[config.mk]
export PLATFORM = sky130hd
export DESIGN_NAME = lower_triangular_matrix_multiply
export DESIGN_NICKNAME = d
export VERILOG_FILES = /design/src/ltmm_pkg.sv /design/src/ltmm_queue.sv /design/src/ltmm_front.sv /design/src/ltmm_back.sv /design/src/lower_triangular_matrix_multiply.sv
export SDC_FILE = /design/constraint.sdc
export NUM_CORES = 2
export LEC_CHECK = 0
export BUFFER_PORTS_ARGS = -buffer_cell sky130_fd_sc_hd__buf_2
export CAP_MARGIN = 20
export CORE_UTILIZATION = 45
export CTS_CLUSTER_SIZE = 20
export DETAILED_ROUTE_END_ITERATION = 7
export PLACE_DENSITY = 0.65
export SLEW_MARGIN = 25
export SYNTH_ARGS = -nofsm -noshare
export SYNTH_HDL_FRONTEND = slang
export SYNTH_SLANG_ARGS = --single-unit
[constraint.sdc]
create_clock -name clk -period 7.1 [get_ports clk]
set_input_delay 1.42 -clock clk [delete_from_list [all_inputs] [get_ports clk]]
set_output_delay 1.42 -clock clk [all_outputs]
set_load 0.01 [all_outputs]
[src/ltmm_pkg.sv]
// Shared constants, types and helpers of the triangular matrix multiplier
package ltmm_pkg;

	localparam int MAX_DIM     = 8;
	localparam int STORE_DEPTH = MAX_DIM * (MAX_DIM + 1) / 2;
	localparam int ELEM_W      = 16;
	localparam int PROD_W      = 32;
	localparam int CFG_W       = 4;
	localparam int ROW_W       = 3;
	localparam int DIM_W       = $clog2(MAX_DIM + 1);
	localparam int IDX_W       = ($clog2(MAX_DIM) > ROW_W) ? $clog2(MAX_DIM) : ROW_W;
	localparam int ADDR_W      = (STORE_DEPTH > 1) ? $clog2(STORE_DEPTH) : 1;
	localparam int CNT_W       = $clog2(STORE_DEPTH + 1) + 1;
	localparam int CQ_DEPTH    = 2;
	localparam int CQ_PTR_W    = $clog2(CQ_DEPTH);
	localparam int OQ_DEPTH    = 4;
	localparam int OQ_PTR_W    = $clog2(OQ_DEPTH);
	localparam int OQ_CNT_W    = $clog2(OQ_DEPTH + 1);

	localparam logic [CFG_W-1:0] DIM_RESET = CFG_W'(8);

	// one classified input item on its way to the back end
	typedef struct packed {
		logic signed [ELEM_W-1:0] a;
		logic signed [ELEM_W-1:0] b;
		logic [ADDR_W-1:0]        addr;
		logic                     run_end;
		logic [DIM_W-1:0]         n;
	} ld_cmd_t;

	// one product element waiting for the receiver
	typedef struct packed {
		logic [PROD_W-1:0] value;
		logic [ROW_W-1:0]  row;
		logic [ROW_W-1:0]  col;
		logic              last;
	} res_t;

	// start offset of a row in the packed triangle
	function automatic logic [CNT_W-1:0] tri_num(input int unsigned v);
		int unsigned t;
		t = (v * (v + 1)) >> 1;
		return t[CNT_W-1:0];
	endfunction

endpackage

[src/ltmm_queue.sv]
// Two-entry command queue between the front and the back end
module ltmm_queue import ltmm_pkg::*; (
	input  logic    clk,
	input  logic    arst_n,
	input  logic    push_valid,
	output logic    push_ready,
	input  ld_cmd_t push_cmd,
	output logic    pop_valid,
	input  logic    pop_ready,
	output ld_cmd_t pop_cmd
);

	ld_cmd_t              mem_q [CQ_DEPTH];
	logic [CQ_PTR_W-1:0]  wr_ptr_q;
	logic [CQ_PTR_W-1:0]  rd_ptr_q;
	logic [CQ_PTR_W:0]    count_q;
	logic                 do_push;
	logic                 do_pop;

	assign push_ready = (count_q != (CQ_PTR_W+1)'(CQ_DEPTH));
	assign pop_valid  = (count_q != '0);
	assign pop_cmd    = mem_q[rd_ptr_q];
	assign do_push    = push_valid && push_ready;
	assign do_pop     = pop_valid && pop_ready;

	always_ff @(posedge clk or negedge arst_n) begin
		if (!arst_n) begin
			wr_ptr_q <= '0;
			rd_ptr_q <= '0;
			count_q  <= '0;
		end else begin
			if (do_push) begin
				wr_ptr_q <= wr_ptr_q + 1'b1;
			end
			if (do_pop) begin
				rd_ptr_q <= rd_ptr_q + 1'b1;
			end
			if (do_push && !do_pop) begin
				count_q <= count_q + 1'b1;
			end else if (!do_push && do_pop) begin
				count_q <= count_q - 1'b1;
			end
		end
	end

	always_ff @(posedge clk) begin
		if (do_push) begin
			mem_q[wr_ptr_q] <= push_cmd;
		end
	end

endmodule

[src/ltmm_front.sv]
// Front end: holds the dimension, counts loads and tags each item with its store slot
module ltmm_front import ltmm_pkg::*; (
	input  logic                     clk,
	input  logic                     arst_n,
	input  logic                     cfg_write,
	input  logic [CFG_W-1:0]         cfg_data,
	input  logic                     in_valid,
	output logic                     in_ready,
	input  logic signed [ELEM_W-1:0] a_element,
	input  logic signed [ELEM_W-1:0] b_element,
	output logic                     push_valid,
	input  logic                     push_ready,
	output ld_cmd_t                  push_cmd
);

	logic [CFG_W-1:0] dim_q;
	logic [CNT_W-1:0] load_count_q;
	logic [DIM_W-1:0] n_eff;
	logic [CNT_W-1:0] total;
	logic [CNT_W-1:0] base;
	logic [CNT_W-1:0] next_count;
	logic             run_end;

	always_comb begin
		if (dim_q == '0) begin
			n_eff = DIM_W'(1);
		end else if (dim_q > CFG_W'(MAX_DIM)) begin
			n_eff = DIM_W'(MAX_DIM);
		end else begin
			n_eff = dim_q[DIM_W-1:0];
		end
	end

	assign total      = tri_num(int'(n_eff));
	assign base       = (load_count_q >= total) ? '0 : load_count_q;
	assign next_count = base + 1'b1;
	assign run_end    = (next_count == total);

	assign in_ready         = push_ready;
	assign push_valid       = in_valid;
	assign push_cmd.a       = a_element;
	assign push_cmd.b       = b_element;
	assign push_cmd.addr    = base[ADDR_W-1:0];
	assign push_cmd.run_end = run_end;
	assign push_cmd.n       = n_eff;

	always_ff @(posedge clk or negedge arst_n) begin
		if (!arst_n) begin
			dim_q        <= DIM_RESET;
			load_count_q <= '0;
		end else if (cfg_write) begin
			dim_q        <= cfg_data;
			load_count_q <= '0;
		end else if (in_valid && push_ready) begin
			load_count_q <= run_end ? '0 : next_count;
		end
	end

endmodule

[src/ltmm_back.sv]
// Back end: element stores, multiply-accumulate pipeline and result queue
module ltmm_back import ltmm_pkg::*; (
	input  logic              clk,
	input  logic              arst_n,
	input  logic              pop_valid,
	output logic              pop_ready,
	input  ld_cmd_t           pop_cmd,
	output logic              out_valid,
	input  logic              out_ready,
	output res_t              out_res
);

	typedef enum logic {ST_LOAD, ST_CALC} state_t;

	state_t                   state_q;
	logic [IDX_W-1:0]         i_q;
	logic [IDX_W-1:0]         j_q;
	logic [IDX_W-1:0]         k_q;
	logic [DIM_W-1:0]         n_q;
	logic [IDX_W-1:0]         last_row;
	logic                     issue;
	logic                     elem_start;
	logic [CNT_W-1:0]         rd_a;
	logic [CNT_W-1:0]         rd_b;

	logic signed [ELEM_W-1:0] left_mem  [STORE_DEPTH];
	logic signed [ELEM_W-1:0] right_mem [STORE_DEPTH];

	logic                     vld_s1, first_s1, lastk_s1, end_s1;
	logic [IDX_W-1:0]         row_s1, col_s1;
	logic signed [ELEM_W-1:0] a_s1, b_s1;
	logic                     vld_s2, first_s2, lastk_s2, end_s2;
	logic [IDX_W-1:0]         row_s2, col_s2;
	logic signed [PROD_W-1:0] prod_s2;
	logic [PROD_W-1:0]        acc_q;
	logic [PROD_W-1:0]        sum;
	logic                     res_push;

	res_t                     oq_q [OQ_DEPTH];
	logic [OQ_PTR_W-1:0]      oq_wr_q;
	logic [OQ_PTR_W-1:0]      oq_rd_q;
	logic [OQ_CNT_W-1:0]      oq_cnt_q;
	logic [OQ_CNT_W-1:0]      inflight_q;
	logic [OQ_CNT_W:0]        reserved;
	logic                     res_pop;
	logic                     do_load;

	assign pop_ready  = (state_q == ST_LOAD);
	assign do_load    = pop_valid && pop_ready;
	assign last_row   = IDX_W'(n_q - DIM_W'(1));
	assign elem_start = (k_q == j_q);
	assign reserved   = {1'b0, inflight_q} + {1'b0, oq_cnt_q};
	assign issue      = (state_q == ST_CALC) &&
	                    (!elem_start || (reserved < (OQ_CNT_W+1)'(OQ_DEPTH)));
	assign rd_a       = tri_num(int'(i_q)) + CNT_W'(k_q);
	assign rd_b       = tri_num(int'(k_q)) + CNT_W'(j_q);

	always_ff @(posedge clk or negedge arst_n) begin
		if (!arst_n) begin
			state_q <= ST_LOAD;
			i_q     <= '0;
			j_q     <= '0;
			k_q     <= '0;
			n_q     <= DIM_W'(1);
		end else begin
			case (state_q)
				ST_LOAD: begin
					if (do_load && pop_cmd.run_end) begin
						n_q     <= pop_cmd.n;
						i_q     <= '0;
						j_q     <= '0;
						k_q     <= '0;
						state_q <= ST_CALC;
					end
				end
				ST_CALC: begin
					if (issue) begin
						if (k_q == i_q) begin
							if (j_q == i_q) begin
								if (i_q == last_row) begin
									state_q <= ST_LOAD;
								end
								i_q <= i_q + 1'b1;
								j_q <= '0;
								k_q <= '0;
							end else begin
								j_q <= j_q + 1'b1;
								k_q <= j_q + 1'b1;
							end
						end else begin
							k_q <= k_q + 1'b1;
						end
					end
				end
				default: begin
					state_q <= ST_LOAD;
				end
			endcase
		end
	end

	// element stores
	always_ff @(posedge clk) begin
		if (do_load) begin
			left_mem[pop_cmd.addr]  <= pop_cmd.a;
			right_mem[pop_cmd.addr] <= pop_cmd.b;
		end
		a_s1 <= left_mem[rd_a[ADDR_W-1:0]];
		b_s1 <= right_mem[rd_b[ADDR_W-1:0]];
	end

	always_ff @(posedge clk or negedge arst_n) begin
		if (!arst_n) begin
			vld_s1 <= 1'b0;
			vld_s2 <= 1'b0;
		end else begin
			vld_s1 <= issue;
			vld_s2 <= vld_s1;
		end
	end

	always_ff @(posedge clk) begin
		first_s1 <= elem_start;
		lastk_s1 <= (k_q == i_q);
		end_s1   <= (k_q == i_q) && (j_q == i_q) && (i_q == last_row);
		row_s1   <= i_q;
		col_s1   <= j_q;
		first_s2 <= first_s1;
		lastk_s2 <= lastk_s1;
		end_s2   <= end_s1;
		row_s2   <= row_s1;
		col_s2   <= col_s1;
		prod_s2  <= a_s1 * b_s1;
	end

	assign sum      = first_s2 ? prod_s2 : acc_q + prod_s2;
	assign res_push = vld_s2 && lastk_s2;

	always_ff @(posedge clk) begin
		if (vld_s2) begin
			acc_q <= sum;
		end
		if (res_push) begin
			oq_q[oq_wr_q] <= '{value: sum, row: row_s2[ROW_W-1:0],
			                   col: col_s2[ROW_W-1:0], last: end_s2};
		end
	end

	// result queue, slots reserved when an element starts
	assign out_valid = (oq_cnt_q != '0);
	assign out_res   = oq_q[oq_rd_q];
	assign res_pop   = out_valid && out_ready;

	always_ff @(posedge clk or negedge arst_n) begin
		if (!arst_n) begin
			oq_wr_q    <= '0;
			oq_rd_q    <= '0;
			oq_cnt_q   <= '0;
			inflight_q <= '0;
		end else begin
			if (res_push) begin
				oq_wr_q <= oq_wr_q + 1'b1;
			end
			if (res_pop) begin
				oq_rd_q <= oq_rd_q + 1'b1;
			end
			if (res_push && !res_pop) begin
				oq_cnt_q <= oq_cnt_q + 1'b1;
			end else if (!res_push && res_pop) begin
				oq_cnt_q <= oq_cnt_q - 1'b1;
			end
			if ((issue && elem_start) && !res_push) begin
				inflight_q <= inflight_q + 1'b1;
			end else if (!(issue && elem_start) && res_push) begin
				inflight_q <= inflight_q - 1'b1;
			end
		end
	end

endmodule

[src/lower_triangular_matrix_multiply.sv]
// Top level of the packed lower triangular matrix multiplier
// Usage:
//   Input channel (in_valid/in_ready) carries one element of A and one of B per item,
//   packed row-major over the lower triangle. cfg_write/cfg_data set the dimension
//   (0 acts as 1, above 8 acts as 8) and restart the load count; write only when idle.
//   Output channel (out_valid/out_ready) gives C = A*B packed row-major, with row and
//   column on each element and last on the final element. Sums wrap at 32 bits.
// Timing:
//   Loads are taken at one item per cycle while the two-entry command queue has room.
//   After the final item of a run, element C[i][j] sums i-j+1 products of the single
//   16x16 multiplier; with the back end idle the first result passes the s1 and s2
//   registers and then the result queue before it is valid.
//   For dimension 8 a run is 36 loads and 120 products.
//   While the product of a run is computed, at most two further items are taken.
// Reset and stall:
//   Reset sets the dimension to 8 and empties both queues. A stalled receiver holds
//   the head result; up to four results are buffered before the multiplier pauses.
module lower_triangular_matrix_multiply import ltmm_pkg::*; (
	input  logic                     clk,
	input  logic                     arst_n,
	input  logic                     cfg_write,
	input  logic [CFG_W-1:0]         cfg_data,
	input  logic                     in_valid,
	output logic                     in_ready,
	input  logic signed [ELEM_W-1:0] a_element,
	input  logic signed [ELEM_W-1:0] b_element,
	output logic                     out_valid,
	input  logic                     out_ready,
	output logic signed [PROD_W-1:0] product_element,
	output logic [ROW_W-1:0]         row,
	output logic [ROW_W-1:0]         column,
	output logic                     last
);

	logic    push_valid;
	logic    push_ready;
	ld_cmd_t push_cmd;
	logic    pop_valid;
	logic    pop_ready;
	ld_cmd_t pop_cmd;
	res_t    out_res;

	ltmm_front u_front (
		.clk        (clk),
		.arst_n     (arst_n),
		.cfg_write  (cfg_write),
		.cfg_data   (cfg_data),
		.in_valid   (in_valid),
		.in_ready   (in_ready),
		.a_element  (a_element),
		.b_element  (b_element),
		.push_valid (push_valid),
		.push_ready (push_ready),
		.push_cmd   (push_cmd)
	);

	ltmm_queue u_queue (
		.clk        (clk),
		.arst_n     (arst_n),
		.push_valid (push_valid),
		.push_ready (push_ready),
		.push_cmd   (push_cmd),
		.pop_valid  (pop_valid),
		.pop_ready  (pop_ready),
		.pop_cmd    (pop_cmd)
	);

	ltmm_back u_back (
		.clk       (clk),
		.arst_n    (arst_n),
		.pop_valid (pop_valid),
		.pop_ready (pop_ready),
		.pop_cmd   (pop_cmd),
		.out_valid (out_valid),
		.out_ready (out_ready),
		.out_res   (out_res)
	);

	assign product_element = out_res.value;
	assign row             = out_res.row;
	assign column          = out_res.col;
	assign last            = out_res.last;

endmodule

==> summary.md <==
| Metric | Value |
|---|---|
| Hold Crit Class | reg -> reg |
| Area Overhead vs Synth | 12.5% |
| Biggest fanout along the worst timing path | 13 |
| Share of cells above drive strength 1 | 0.212 |
| Clock root cell | clkbuf_16 |
| Final setup viols | 0 |
| IO Pins | 82 |
| Worst hold margin | 322 ps |
| Antenna cells | 0 |
| Final net count | 4,687 |
| WP data required | 7760 ps |
| Cells after synthesis | 3,990 |
| Slew @ Worst Pin | 1050 ps |
| Most area-consuming cells after synthesis | edfxtp_1 61%, mux4_2 12%, fa_1 7.9%, ha_1 3.1%, dfxtp_1 2.3% |
| Startpoint type of the worst setup path | register |
| Yosys top cell by area | edfxtp_1 |
| I/O Buffers | 81 |
| DRT antenna net count | 0 |
| Post-Syn Area | 70,500 µm² |
| Core area | 155,000 µm² |
| DRC viols | 0 |
| Die height | 398 µm |
| WL/cell | 25.4 µm |
| Finished Core Util | 0.513 |
| CTS HTree Levels | 4 |
| Hold-fix buffers at CTS | 0 |
| Sequential share of the synthesized area | 0.644 |
| Synth Flop Type | edfxtp_1 |
| Synth cell types | 72 |
| Post-placement cell area | 74,200 µm² |
| Routed wire length | 161,000 µm |
| Slew headroom | 0.297 |
| Routed vias/inst | 5.61 |
| Number of global-route vias before repair | 36,900 |
| Top-area cell type share of the netlist area | 0.607 |
| Critical path arrival | 7270 ps |
| Avg Inst Size Synth | 17.7 µm² |
| Die W | 398 µm |
| Antenna violations before repair | 3 |
| Final Skew | 58.5 ps |
| Std-Cell Rows | 144 |
| CTS tree | done |
| Post-DP HPWL | 95,100 µm |
| Placed insts | 6,078 |
| Synth async-reset ratio | 0.0259 |
| Critical setup path kind | reg -> reg |
| CP endpoint kind | register |
| Initial Util | 0.455 |
| Final Instance Area | 79,300 µm² |
| CTS max path bufs | 3 |
| EDFF count, synth | 1,424 |
| Part of the cycle the worst path needs | 0.931 |
| Post-layout min period | 6610 ps |
| Max Fclk | 151 MHz |
| Die Area | 158,000 µm² |
| Total grt overflow | 0 |
| Max-cap viol count | 0 |
| Clk sinks | 1,546 |
| Yosys warnings | 0 |
| Skew-Pair Late Insertion Delay | 790 ps |
| Status | finished clean |
| Routability cong. | 0.839 |
| Fill cells | 12,400 |
| FF+latch count, synth | 1,546 |
| Non-filler cells, final | 6,363 |
| Slew Viols, Final | 0 |
| Total track usage | 0.206 |
| Hold Fails Final Rpt | 0 |
| Pre-antenna DRT Iters | 5 |
| Worst-path clk slew | 60 ps |
| Via count | 35,700 |
| Drt first-iter violations | 2,872 |
| First-pass GRT wire length | 239,000 µm |
| Largest net degree at the start of global routing | 87 |
| Total CTS buffers | 157 |
kinds of logic (layout without fill, tap and decap cells):
logic type,Yosys count,count (layout),synth area share
multiplexers,472,472,0.137
flip-flops,1546,1546,0.644
adder cells (fa/ha/maj),450,450,0.109
XOR/XNOR,107,107,0.0136
AND/OR/NAND/NOR,605,605,0.0411
buffers and inverters,505,832,0.0271
AO/OA/AOI/OAI,304,304,0.0273
other,1,3,0.0000532
layout by cell type, fill, tap and decap left out, types with 9 or more instances in the layout:
master	netlist	layout
mux2i_1	42	42
mux4_2	391	391
nand3_1	32	32
clkbuf_16	0	159
mux2_2	39	39
dfxtp_1	82	81
and2_1	125	125
a21oi_1	65	65
nor2_1	102	65
edfxtp_1	1424	1424
o21ai_0	98	91
nor3_1	14	14
dfrtp_1	38	35
o21a_1	17	17
ha_1	172	170
nor2_4	0	37
clkinv_1	1	33
nand2b_1	30	30
o31ai_1	12	12
a21o_1	32	32
fa_1	278	276
clkbuf_1	122	37
xnor2_1	69	63
clkinv_2	0	20
buf_4	0	105
bufinv_16	0	9
nand2_1	238	238
buf_2	9	80
xor2_1	36	34
inv_1	355	355
and3_1	19	14
buf_12	0	9
nor2b_1	17	17
a211oi_1	16	16
final cells by class:
type / instances / area, µm² / share of cell area
Clock buffer: 198 / 4150 / 0.0523
Clock inverter: 84 / 888 / 0.0112
Sequential cell: 1546 / 45400 / 0.573
Tap cell: 2044 / 2560 / 0.0322
Timing Repair Buffer: 194 / 1370 / 0.0173
Inverter: 356 / 1340 / 0.0168
Multi-Input combinational cell: 1941 / 23600 / 0.298
Yosys cell counts (all sizes together), types with 4 or more instances:
cell type and count:
a31o 4, o21ai 99, a31oi 4, nand2 238
and2 125, or3 5, a21oi 65, mux2 39
buf 27, o21bai 8, dfrtp 38, a21boi 4
o22ai 4, o21a 17, nor3 14, o32ai 6
o31ai 12, and3 21, or2 4, edfxtp 1424
a21o 34, fa 278, xnor2 69, mux4 391
dfxtp 82, nor2 102, a211oi 16, ha 172
nand2b 30, nand4 6, clkbuf 122, nor2b 17
nand3 32, a2111oi 4, mux2i 42, inv 355
xor2 37
routing by layer:
layer,vias up,share of wire,track usage
li1,15500,-,-
met1,18900,0.41,0.280
met2,1068,0.50,0.348
met3,226,0.060,0.0337
met4,2,0.021,0.0504
met5,-,0.00012,0
final timing paths:
check | endpoint | from | cells past startpoint | slack (ps)
min | u_back.row_s2[0]$_DFF_P_ | u_back.row_s1[0]$_DFF_P_ | 0 | 320
min in group asynchronous | u_front.dim_q[2]$_DFFE_PN0P_ | arst_n | 1 | 630
max | u_back.prod_s2[30]$_DFF_P_ | u_back.a_s1[5]$_DFF_P_ | 24 | 490
max in group asynchronous | u_queue.rd_ptr_q$_DFFE_PN0P_ | arst_n | 1 | 6050
min reg2reg | u_back.row_s2[0]$_DFF_P_ | u_back.row_s1[0]$_DFF_P_ | 0 | 320
max reg2reg | u_back.prod_s2[30]$_DFF_P_ | u_back.a_s1[5]$_DFF_P_ | 24 | 490
worst max-delay path: stages (launching register included):
cell,delay (ps)
dfxtp_1,440
buf_4,280
nand2_1,100
fa_1,520
inv_1,50
fa_1,380
inv_1,90
fa_1,440
fa_1,550
inv_1,50
fa_1,470
inv_1,50
fa_1,470
inv_1,40
ha_1,340
a21o_1,210
a2111o_1,410
a21oi_1,280
nor3_1,170
o41ai_1,340
buf_4,180
nor2b_1,190
o21ai_0,170
a21oi_1,180
xnor2_1,130
metrics by stage:
| stage | setup TNS [ps] | setup WS (ps) |
|---|---|---|
| 6_report | 0 | 487 |
| 3_3_place_gp | 0 | 287 |
| 5_1_grt | -35.6 | -27.6 |
| 2_1_floorplan | 0 | 675 |
| 4_1_cts | 0 | 72.2 |
| 3_5_place_dp | 0 | 55.6 |
registers in the layout, indices dropped and copies added, names as in the netlist, 7 cells and up:
name / cells
u_queue.mem_q: 84
u_back.right_mem: 576
u_back.b_s1: 16
u_back.left_mem: 576
u_back.a_s1: 16
u_back.prod_s2: 32
u_front.load_count_q: 7
u_back.oq_q: 156
u_back.acc_q: 32
timing repair:
action / 4_1_cts / 5_1_grt
setup buffers: 0 / 3
gates cloned: 0 / 0
endpoints found under the setup margin: 3 / 9
endpoints found under the hold margin: 0 / 0
pin swaps: 0 / 1
gates resized for setup: 1 / 6
Power is not shown: default switching activity piles up to over one toggle a cycle in this logic, so the estimate is an artifact.
